File: src/hdl/sfl_pkg.sv
// ----------------------------------------------------------------------------
// Symbol floor lookup package
// Shared types, sizes and codes for the symbol floor lookup unit.
// ----------------------------------------------------------------------------
package sfl_pkg;

   localparam int MAX_SYMBOLS      = 1024;
   localparam int NAME_OFFSET_BITS = 16;
   localparam int ADDR_BITS        = 32;
   localparam int IDX_BITS         = $clog2(MAX_SYMBOLS);
   localparam int CNT_BITS         = $clog2(MAX_SYMBOLS + 1);
   localparam int CSR_INDEX_BITS   = 8;

   localparam logic [ADDR_BITS-1:0] LIMIT_RESET = 32'h0020_0000;

   // Configuration register indexes.
   localparam logic [CSR_INDEX_BITS-1:0] CSR_DISPLAY_LIMIT = 8'd0;
   localparam logic [CSR_INDEX_BITS-1:0] CSR_RAW_MODE      = 8'd1;

   // Request functions.
   localparam logic FUNC_LOAD   = 1'b0;
   localparam logic FUNC_LOOKUP = 1'b1;

   // Result status codes.
   localparam logic [1:0] ST_LOADED  = 2'd0;
   localparam logic [1:0] ST_FULL    = 2'd1;
   localparam logic [1:0] ST_MATCH   = 2'd2;
   localparam logic [1:0] ST_NOMATCH = 2'd3;

   typedef struct packed {
      logic                  func;
      logic [ADDR_BITS-1:0]  address;
      logic [15:0]           name_ref;
   } req_type;

   typedef struct packed {
      logic [1:0]            status;
      logic [IDX_BITS-1:0]   entry_index;
      logic [ADDR_BITS-1:0]  base_address;
      logic [15:0]           name_offset;
      logic [ADDR_BITS-1:0]  displacement;
      logic                  within_limit;
   } rsp_type;

   // One stored symbol.
   typedef struct packed {
      logic [ADDR_BITS-1:0]        start;
      logic [NAME_OFFSET_BITS-1:0] name;
   } entry_type;

   // Write request into the symbol table.
   typedef struct packed {
      logic                en;
      logic [IDX_BITS-1:0] addr;
      entry_type           data;
   } tbl_write_type;

endpackage

File: src/hdl/sfl_search.sv
// ----------------------------------------------------------------------------
// Symbol floor search engine
// Appends loaded symbols and runs the predecessor binary search, one table
// probe per cycle, then reads back the final entry and forms the result.
// ----------------------------------------------------------------------------
module sfl_search (
   input  logic                          clock,
   input  logic                          reset,
   input  logic                          start,
   output logic                          busy,
   input  sfl_pkg::req_type              req,
   input  logic [sfl_pkg::ADDR_BITS-1:0] display_limit,
   input  logic                          raw_mode,
   output sfl_pkg::tbl_write_type        tbl_wr,
   output logic [sfl_pkg::IDX_BITS-1:0]  rd_addr,
   input  sfl_pkg::entry_type            rd_data,
   output logic                          rsp_valid,
   output sfl_pkg::rsp_type              rsp
);
   import sfl_pkg::*;

   typedef enum logic [3:0] {
      S_IDLE   = 4'b0001,
      S_SEARCH = 4'b0010,
      S_FINISH = 4'b0100,
      S_REPORT = 4'b1000
   } state_type;

   state_type state_ff, state_in;
   logic [CNT_BITS-1:0]  count_ff, count_in;
   logic [CNT_BITS-1:0]  lo_ff, lo_in;
   logic [CNT_BITS-1:0]  hip1_ff, hip1_in;     // high bound plus one
   logic [IDX_BITS-1:0]  mid_ff, mid_in;
   logic [ADDR_BITS-1:0] query_ff, query_in;
   logic [IDX_BITS-1:0]  match_idx_ff, match_idx_in;
   logic [ADDR_BITS-1:0] base_ff, base_in;
   logic [NAME_OFFSET_BITS-1:0] name_ff, name_in;
   logic [ADDR_BITS-1:0] disp_ff, disp_in;
   logic                 rsp_valid_ff, rsp_valid_in;
   rsp_type              rsp_ff, rsp_in;

   logic [CNT_BITS-1:0]  lo_sel, hip1_sel;
   logic [CNT_BITS:0]    mid_sum;
   logic [IDX_BITS-1:0]  mid_next;
   logic [IDX_BITS-1:0]  final_idx;
   logic                 hit;
   logic                 more;

   always_comb begin
      state_in     = state_ff;
      count_in     = count_ff;
      lo_in        = lo_ff;
      hip1_in      = hip1_ff;
      mid_in       = mid_ff;
      query_in     = query_ff;
      match_idx_in = match_idx_ff;
      base_in      = base_ff;
      name_in      = name_ff;
      disp_in      = disp_ff;
      rsp_valid_in = 1'b0;
      rsp_in       = rsp_ff;
      tbl_wr       = '0;
      hit          = 1'b0;
      lo_sel       = lo_ff;
      hip1_sel     = hip1_ff;

      // Narrow the search window around the probe read last cycle.
      if (state_ff == S_SEARCH) begin
         if (query_ff < rd_data.start) begin
            hip1_sel = {1'b0, mid_ff};
         end else if (query_ff > rd_data.start) begin
            lo_sel = {1'b0, mid_ff} + CNT_BITS'(1);
         end else begin
            hip1_sel = {1'b0, mid_ff} + CNT_BITS'(1);
            hit      = 1'b1;
         end
      end else begin
         lo_sel   = '0;
         hip1_sel = count_ff;
      end

      mid_sum   = {1'b0, lo_sel} + {1'b0, hip1_sel} - (CNT_BITS + 1)'(1);
      mid_next  = mid_sum[IDX_BITS:1];
      final_idx = IDX_BITS'(hip1_sel - CNT_BITS'(1));
      more      = !hit && (lo_sel < hip1_sel);
      rd_addr   = mid_next;

      case (state_ff)
         S_IDLE: begin
            if (start) begin
               query_in = req.address;
               if (req.func == FUNC_LOAD) begin
                  rsp_valid_in = 1'b1;
                  rsp_in       = '0;
                  if (count_ff == CNT_BITS'(MAX_SYMBOLS)) begin
                     rsp_in.status = ST_FULL;
                  end else begin
                     tbl_wr.en         = 1'b1;
                     tbl_wr.addr       = count_ff[IDX_BITS-1:0];
                     tbl_wr.data.start = req.address;
                     tbl_wr.data.name  = NAME_OFFSET_BITS'(req.name_ref);
                     count_in           = count_ff + CNT_BITS'(1);
                     rsp_in.status      = ST_LOADED;
                     rsp_in.entry_index = count_ff[IDX_BITS-1:0];
                  end
               end else if (raw_mode || count_ff == '0) begin
                  rsp_valid_in  = 1'b1;
                  rsp_in        = '0;
                  rsp_in.status = ST_NOMATCH;
               end else begin
                  lo_in    = lo_sel;
                  hip1_in  = hip1_sel;
                  mid_in   = mid_next;
                  state_in = S_SEARCH;
               end
            end
         end
         S_SEARCH: begin
            lo_in   = lo_sel;
            hip1_in = hip1_sel;
            if (more) begin
               mid_in = mid_next;
            end else if (hip1_sel == '0) begin
               // The query lies below the first entry.
               rsp_valid_in  = 1'b1;
               rsp_in        = '0;
               rsp_in.status = ST_NOMATCH;
               state_in      = S_IDLE;
            end else begin
               rd_addr      = final_idx;
               match_idx_in = final_idx;
               state_in     = S_FINISH;
            end
         end
         S_FINISH: begin
            base_in  = rd_data.start;
            name_in  = rd_data.name;
            disp_in  = query_ff - rd_data.start;
            state_in = S_REPORT;
         end
         S_REPORT: begin
            rsp_valid_in        = 1'b1;
            rsp_in.status       = ST_MATCH;
            rsp_in.entry_index  = match_idx_ff;
            rsp_in.base_address = base_ff;
            rsp_in.name_offset  = 16'(name_ff);
            rsp_in.displacement = disp_ff;
            rsp_in.within_limit = (disp_ff <= display_limit);
            state_in            = S_IDLE;
         end
         default: begin
            state_in = S_IDLE;
         end
      endcase
   end

   always_ff @(posedge clock) begin
      if (reset) begin
         state_ff     <= S_IDLE;
         count_ff     <= '0;
         rsp_valid_ff <= 1'b0;
      end else begin
         state_ff     <= state_in;
         count_ff     <= count_in;
         rsp_valid_ff <= rsp_valid_in;
      end
   end

   always_ff @(posedge clock) begin
      lo_ff        <= lo_in;
      hip1_ff      <= hip1_in;
      mid_ff       <= mid_in;
      query_ff     <= query_in;
      match_idx_ff <= match_idx_in;
      base_ff      <= base_in;
      name_ff      <= name_in;
      disp_ff      <= disp_in;
      rsp_ff       <= rsp_in;
   end

   assign busy      = (state_ff != S_IDLE);
   assign rsp_valid = rsp_valid_ff;
   assign rsp       = rsp_ff;

endmodule

File: config.mk
export PLATFORM = sky130hd
export DESIGN_NAME = sfl_search
export DESIGN_NICKNAME = d
export VERILOG_FILES = /design/src/hdl/sfl_pkg.sv /design/src/hdl/sfl_search.sv
export SDC_FILE = /design/constraint.sdc
export NUM_CORES = 1
export LEC_CHECK = 0
export ABC_AREA = 1
export BUFFER_PORTS_ARGS = -buffer_cell sky130_fd_sc_hd__buf_2
export CORE_MARGIN = 2
export CORE_UTILIZATION = 45
export DETAILED_ROUTE_END_ITERATION = 8
export PLACE_DENSITY = 0.68
export SETUP_SLACK_MARGIN = 0.2
export SLEW_MARGIN = 15
export SYNTH_ARGS = -nofsm -noshare
export SYNTH_HDL_FRONTEND = slang
export SYNTH_SLANG_ARGS = --single-unit
export TNS_END_PERCENT = 1
File: constraint.sdc
create_clock -name clock -period 12.4 [get_ports clock]
set_clock_uncertainty 0.15 [all_clocks]
set_input_delay 0.62 -clock clock [delete_from_list [all_inputs] [get_ports clock]]
set_output_delay 0.62 -clock clock [all_outputs]
set_load 0.01 [all_outputs]
Word level (Yosys, flattened, before mapping)
Cells that the tools add are included.
- add/subtract/negate cells: 6
- magnitude comparators: 4
- equality and inequality tests: 13
- muxes and demuxes: 49
- bitwise gates (word level): 4
- reduce and logical (&&, ||, !) cells: 14
- operators by type and width (cell ; count):
    $mux W93 ; 5
    $pmux W93 S3 ; 1
    $mux W59 ; 4
    $mux W11 ; 12
    $mux W10 ; 8
    $pmux W11 S2 ; 2
    $gt A32 B32 Y1 ; 1
    $le A32 B32 Y1 ; 1
    $lt A32 B32 Y1 ; 1
    $sub A32 B32 Y32 ; 1
    $logic_not A11 Y1 ; 2
    $pmux W10 S2 ; 1
    $mux W4 ; 4
    $pmux W4 S3 ; 1
    $reduce_and A4 Y1 ; 3
    $add A10 B1 Y11 const B ; 1
    $add A11 B1 Y11 const B ; 1
    $add A11 B11 Y11 ; 1
    $eq A11 B11 Y1 const B ; 1
    $lt A11 B11 Y1 ; 1
    $sub A11 B1 Y11 const B ; 1
    $ne A2 B2 Y1 const B ; 5
    $reduce_and A5 Y1 ; 2
    $sub A10 B1 Y10 const B ; 1
    other kinds (18) ; 29
- flip-flop bits (word level): 263
- input port bits: 133
- word-level logic and storage cells: 107

Longest topological paths before layout
- depth after elaboration: 10
- depth in mapped cells: 33

Worst setup path before layout
Ideal clock, no wire load.
- path kind: input-to-reg
- start: in rd_data[16] (netlist name)
- end: reg rsp_ff (netlist bit rsp[0]) (enable)
- data arrival time: 5538 ps
- path slack: 6266 ps
- cell stages on the path: 28
- buffers on the path: 2
- cells stage by stage: ha_1 > fa_1 > inv_1 > nand3_1 > nand2_1 > nand2_1 > nand2_2 > nand2_2 > nand2_4 > nand2_4 > nand2_4 > nand2_2 > buf_6 > inv_2 > clkbuf_1 > nand2_1 > nand2_1 > nor2_1 > ha_1 > nand2_1 > nor2_1 > a211oi_1 > o221a_2 > o21ai_0 > inv_1 > nand3_1 > nand3b_1 > inv_1
- word-level cells in the longest chain between the ends: 8
- elaborated cells on any way between the ends: 18
- classes of those cells: order compare (3); eq/ne (2); mux (9); reduce/logical (4)
- ends and longest elaborated chain (item ; line ; text):
    from (decl) ; sfl_search.sv:16 ; input sfl_pkg::entry_type rd_data,
    $gt A32 B32 Y1 ; sfl_search.sv:71 ; end else if (query_ff > rd_data.start) begin
    $mux W11 or $mux W1 (tied branches) ; sfl_search.sv:71 ;
    $mux W11 or $mux W1 (tied branches) ; sfl_search.sv:69 ; if (query_ff < rd_data.start) begin
    $mux W11 or $mux W1 (tied branches) ; sfl_search.sv:68 ; if (state_ff == S_SEARCH) begin
    $lt A11 B11 Y1 or $logic_not A1 Y1 (tied branches) ; sfl_search.sv:85 ; more = !hit && (lo_sel < hip1_sel);
    $logic_and A1 B1 Y1 ; sfl_search.sv:85 ;
    $ne A2 B2 Y1 (no line) ; - ;
    $reduce_and A5 Y1 (no line) * ; - ;
    to (signal assigned) ; sfl_search.sv:178 ; rsp_ff <= rsp_in;
    to (decl) ; sfl_search.sv:40 ; rsp_type rsp_ff, rsp_in;
Mark *: on every way between the ends. The rest lies on a longest branch, timed or not.
A chain may end at the register's enable or synchronous reset.

Worst setup path in the final report
- start: reg query_ff[0]
- end: out rd_addr[8] (netlist name)
- word-level cells in the longest chain between the ends: 9
- elaborated cells on any way between the ends: 21
- classes of those cells: add/sub (3); order compare (3); mux (12); reduce/logical (3)
- ends and longest elaborated chain (item ; line ; text):
    from (decl) ; sfl_search.sv:34 ; logic [ADDR_BITS-1:0] query_ff, query_in;
    from (signal assigned) ; sfl_search.sv:173 ; query_ff <= query_in;
    $gt A32 B32 Y1 ; sfl_search.sv:71 ;
    $mux W11 ; sfl_search.sv:71 ;
    $mux W11 ; sfl_search.sv:69 ;
    $mux W11 ; sfl_search.sv:68 ;
    $add A11 B11 Y11 ; sfl_search.sv:82 ; mid_sum = {1'b0, lo_sel} + {1'b0, hip1_sel} - (CNT_BITS + 1)'(1);
    $sub A11 B1 Y11 ; sfl_search.sv:82 ;
    $mux W10 ; sfl_search.sv:123 ; end else if (hip1_sel == '0) begin
    $mux W10 ; sfl_search.sv:121 ; if (more) begin
    $mux W10 * ; sfl_search.sv:88 ; case (state_ff)
    to (decl) ; sfl_search.sv:15 ; output logic [sfl_pkg::IDX_BITS-1:0] rd_addr,
Marks and branches as above.

==> results by group <==
Run status
  • Status: complete, no violations

Pwr
  • Psw: about 0.54 mW
  • Static Leak: roughly 8.4 nW
  • Worst vdd ir: around 0.1 mV
  • Sw Ratio: between 20% and 30%
  • Sequential power share: 48.0%
  • Clock share of power: 37.9%
  • Power per standard cell area: ~130 nW/um^2
  • Tot Pwr: around 2.1 mW
  • Pint: roughly 1.6 mW
  • Logic pwr share: around 14%

Routing
  • Total number of vias: between 10000 and 15000
  • Vias/cell: just under 5
  • Antenna viol nets, final: 0
  • Wirelength per Cell: 15.9 microns
  • Initial DRC Count: 597
  • Drc violations: 0
  • TritonRoute pass-1 iters: 5
  • Routed WL: ~35 mm

Yosys
  • Ys Warns: 0
  • Share of the synthesized area in the top cell type: between 50% and 60%
  • Ranking of synthesized cells by area: edfxtp_1 (53%), ha_1 (8.6%), inv_1 (8.4%)
  • Unique masters post-synth: 50
  • Synth Area in XOR/XNOR: 2.94%
  • EDFF count, synth: approximately 250
  • Dominant synthesized flop cell: edfxtp_1
  • Synth async-reset ratio: 0%
  • Synth Area in Adders: between 8 and 9%
  • Synthesized instance count: 1465
  • Cell taking the most area after synthesis: edfxtp_1
  • Syn nets: approximately 1700
  • Synth Register Bits: 263
  • Synth Area in Compound Gates: under 10%
  • Main combinational cell family by area after synthesis: simple AND/OR/NAND/NOR gates
  • Simple-gate share of the synthesized area: between 15 and 20%
  • Post-Syn Area per Cell: 9.56 sq um
  • Sequential share of the synthesized area: between 50% and 60%
  • Most frequent cells after synthesis: inv_1 (315), edfxtp_1 (247), nand2_1 (237)
  • Post-Syn Area: between 10000 and 15000 sq um
  • Leading cell type by number of instances after synthesis: inv_1
  • Mux contribution to synthesized area: 0%

Worst setup path
  • Reg2reg end: rsp[43]$_DFFE_PP_
  • Max incr delay on CP: 0.41 ns
  • Reg2reg start: query_ff[0]$_DFFE_PP_
  • Crit Path Class: register to primary output
  • Crit-path slowest cell: fa_1
  • R2R Setup Slk: approximately 6.7 ns
  • Crit Path Max Fanout: 24
  • CP endpoint: rd_addr[8]
  • Most frequent CP cell: nand2_1
  • Crit path launch type: register
  • Critical Path Sink Type: primary output
  • Crit path from: query_ff[0]$_DFFE_PP_
  • Worst Path Arrival: roughly 5.6 ns
  • WP data required: around 12 ns
  • R2r worst-path depth: 27

Clock tree
  • H-tree levels: 1
  • Clk_lat worst skew: roughly 0.54 ns
  • Post-CTS Setup Inserts: 0
  • Worst-path clk slew: approximately 0.06 ns
  • CTS tree: built
  • Max Buffers Root-to-Sink: 3
  • Resized cells post-CTS: 0
  • TritonCTS Buffers: 28
  • Hold buffers post-CTS: 0
  • CTS Root Cell: clkbuf_16
  • Total clock sinks: 263

Placed design
  • HPWL Detailed: 26.3 mm
  • Port Buffers: 296
  • Placed Cells incl. Taps: ~2100
  • GPL Wtd Cong: 0.908
  • DP Worst Slack: between 6 and 7 ns

Finish
  • Proportion of layout cells with a drive suffix above 1: 21.9%
  • Nets: roughly 2000
  • Final core utilization: around 55%
  • Fillcell total: roughly 2700
  • Finished Layout Cells: roughly 2200
  • N_diodes: 0
  • Synthesis-to-layout area growth: 20.1%

GRT
  • Vias in the first global route: between 10000 and 15000
  • GRT overflow: 0
  • Overall routing resource usage: around a fifth
  • Initial antenna violation count: 1
  • First-pass GRT wire length: 54.5 mm
  • Largest net degree at the start of global routing: just over 80

STA
  • Final hold violations: 0
  • Worst setup margin: approximately 6 ns
  • Slew @ Worst Pin: around 1.0 ns
  • Fmax: between 150 and 200 MHz
  • Setup total negative slack: 0 ns
  • Fin crit period: around 6.4 ns
  • Count of pins over their slew limit: 0
  • Final Setup Violations: 0
  • Final period util: about 51%
  • Max_slew headroom: approximately 30%
  • RSZ-0062 raised after global routing: false

Floorplanning
  • Initial core utilization: 45.8%
  • # IOs: slightly below 300
  • Die width: between 150 and 200 microns
  • Die area: 32600 sq um
  • DIE HEIGHT: 180 microns
  • Core area: approximately 31000 sq um
  • Row count: 64

Flow run
  • Maximum Capacitance Violations: 0

Worst hold path
  • Worst hold path type: input pin to register
per-stage QoR:
step / hold slack, ns / instance area (sq um)
after floorplan: 0.301 / 14000
after global placement: 0.319 / 15900
after detailed placement: 0.326 / 15900
after CTS: 0.0851 / 16800
after global routing: 0.0848 / 16800
final: 0.104 / 16800
power groups by stage:
stage | Clock (mW) | Combinational (mW) | Sequential [mW]
2_1_floorplan | 0 | 0.179 | 1.06
3_3_place_gp | 0 | 0.296 | 1.05
3_5_place_dp | 0 | 0.300 | 1.05
4_1_cts | 0.828 | 0.302 | 1.03
5_1_grt | 0.859 | 0.336 | 1.03
6_report | 0.815 | 0.302 | 1.03
worst min path at each step:
| stage | from | end | depth (start not counted) |
|---|---|---|---|
| after floorplan | count_ff[10]$_SDFFE_PP0P_ | count_ff[10]$_SDFFE_PP0P_ | 1 |
| final | rd_data[5] | name_ff[5]$_DFFE_PP_ | 1 |
| after global placement | count_ff[10]$_SDFFE_PP0P_ | count_ff[10]$_SDFFE_PP0P_ | 1 |
| after CTS | rd_data[5] | name_ff[5]$_DFFE_PP_ | 1 |
| after global routing | rd_data[7] | name_ff[7]$_DFFE_PP_ | 1 |
| after detailed placement | count_ff[10]$_SDFFE_PP0P_ | count_ff[10]$_SDFFE_PP0P_ | 1 |
cell usage in the layout, fill, tap and decap left out, types with 4 or more instances in the layout:
cell	synthesis	layout
nand4_1	10	10
nor2_1	211	210
a31oi_1	8	8
nor4_1	4	4
nand2_4	6	6
nand3_2	4	4
clkinv_1	1	7
a21oi_1	63	62
inv_2	4	4
a211oi_1	5	5
clkbuf_16	0	29
clkinv_2	1	6
nor2_2	5	5
dfxtp_1	16	16
a21o_1	4	4
nand2_1	237	236
buf_2	1	296
nand3b_1	6	6
edfxtp_1	247	247
o21ai_1	7	7
o21ai_0	44	44
nor2_4	4	5
ha_1	96	96
xor2_1	34	34
nand2_2	11	12
nor3_1	14	14
nand3_1	43	43
inv_1	315	313
xnor2_1	13	13
buf_4	0	5
cell type report:
class / instances / area (sq um) / area share [%]
Inverter: 321 / 1210 / 7.19
Tap cell: 396 / 495 / 2.95
Clock inverter: 15 / 149 / 0.885
Timing Repair Buffer: 301 / 1520 / 9.03
Clock buffer: 31 / 733 / 4.36
Multi-Input combinational cell: 858 / 4980 / 29.6
Sequential cell: 263 / 7740 / 46.0
critical path, delay by kind of cell (launching register included):
kind / cells / cell delay, ns
compound gates: 3 / 0.44
xor+xnor: 1 / 0.21
fa+ha+maj: 5 / 1.53
buf+inv: 6 / 0.64
flops: 1 / 0.32
simple gates: 16 / 1.94
kinds of logic after synthesis:
group | after synthesis
AOI/OAI and AO/OA | 147
xor gates and xnor gates | 47
adders and majority gates | 98
buffers and inverters | 344
DFF | 263
and+or+nand+nor | 566
metal layers:
| layer | wire length [microns] | GRT usage (%) | up-vias |
|---|---|---|---|
| li1 | - | - | 5339 |
| met1 | 15200 | 27.4 | 4993 |
| met2 | 16500 | 35.7 | 358 |
| met3 | 2190 | 3.05 | 66 |
| met4 | 779 | 5.81 | 2 |
| met5 | 13 | 0 | - |
registers in the layout (all words and copies together) (netlist names):
signal and cells:
rsp 93, base_ff 32, disp_ff 32, query_ff 32, name_ff 16, count_ff 11
hip1_ff 11, lo_ff 11, match_idx_ff 10, mid_ff 10, state_ff 4, rsp_valid 1
Note: power is estimated with default switching activity, not from simulation.
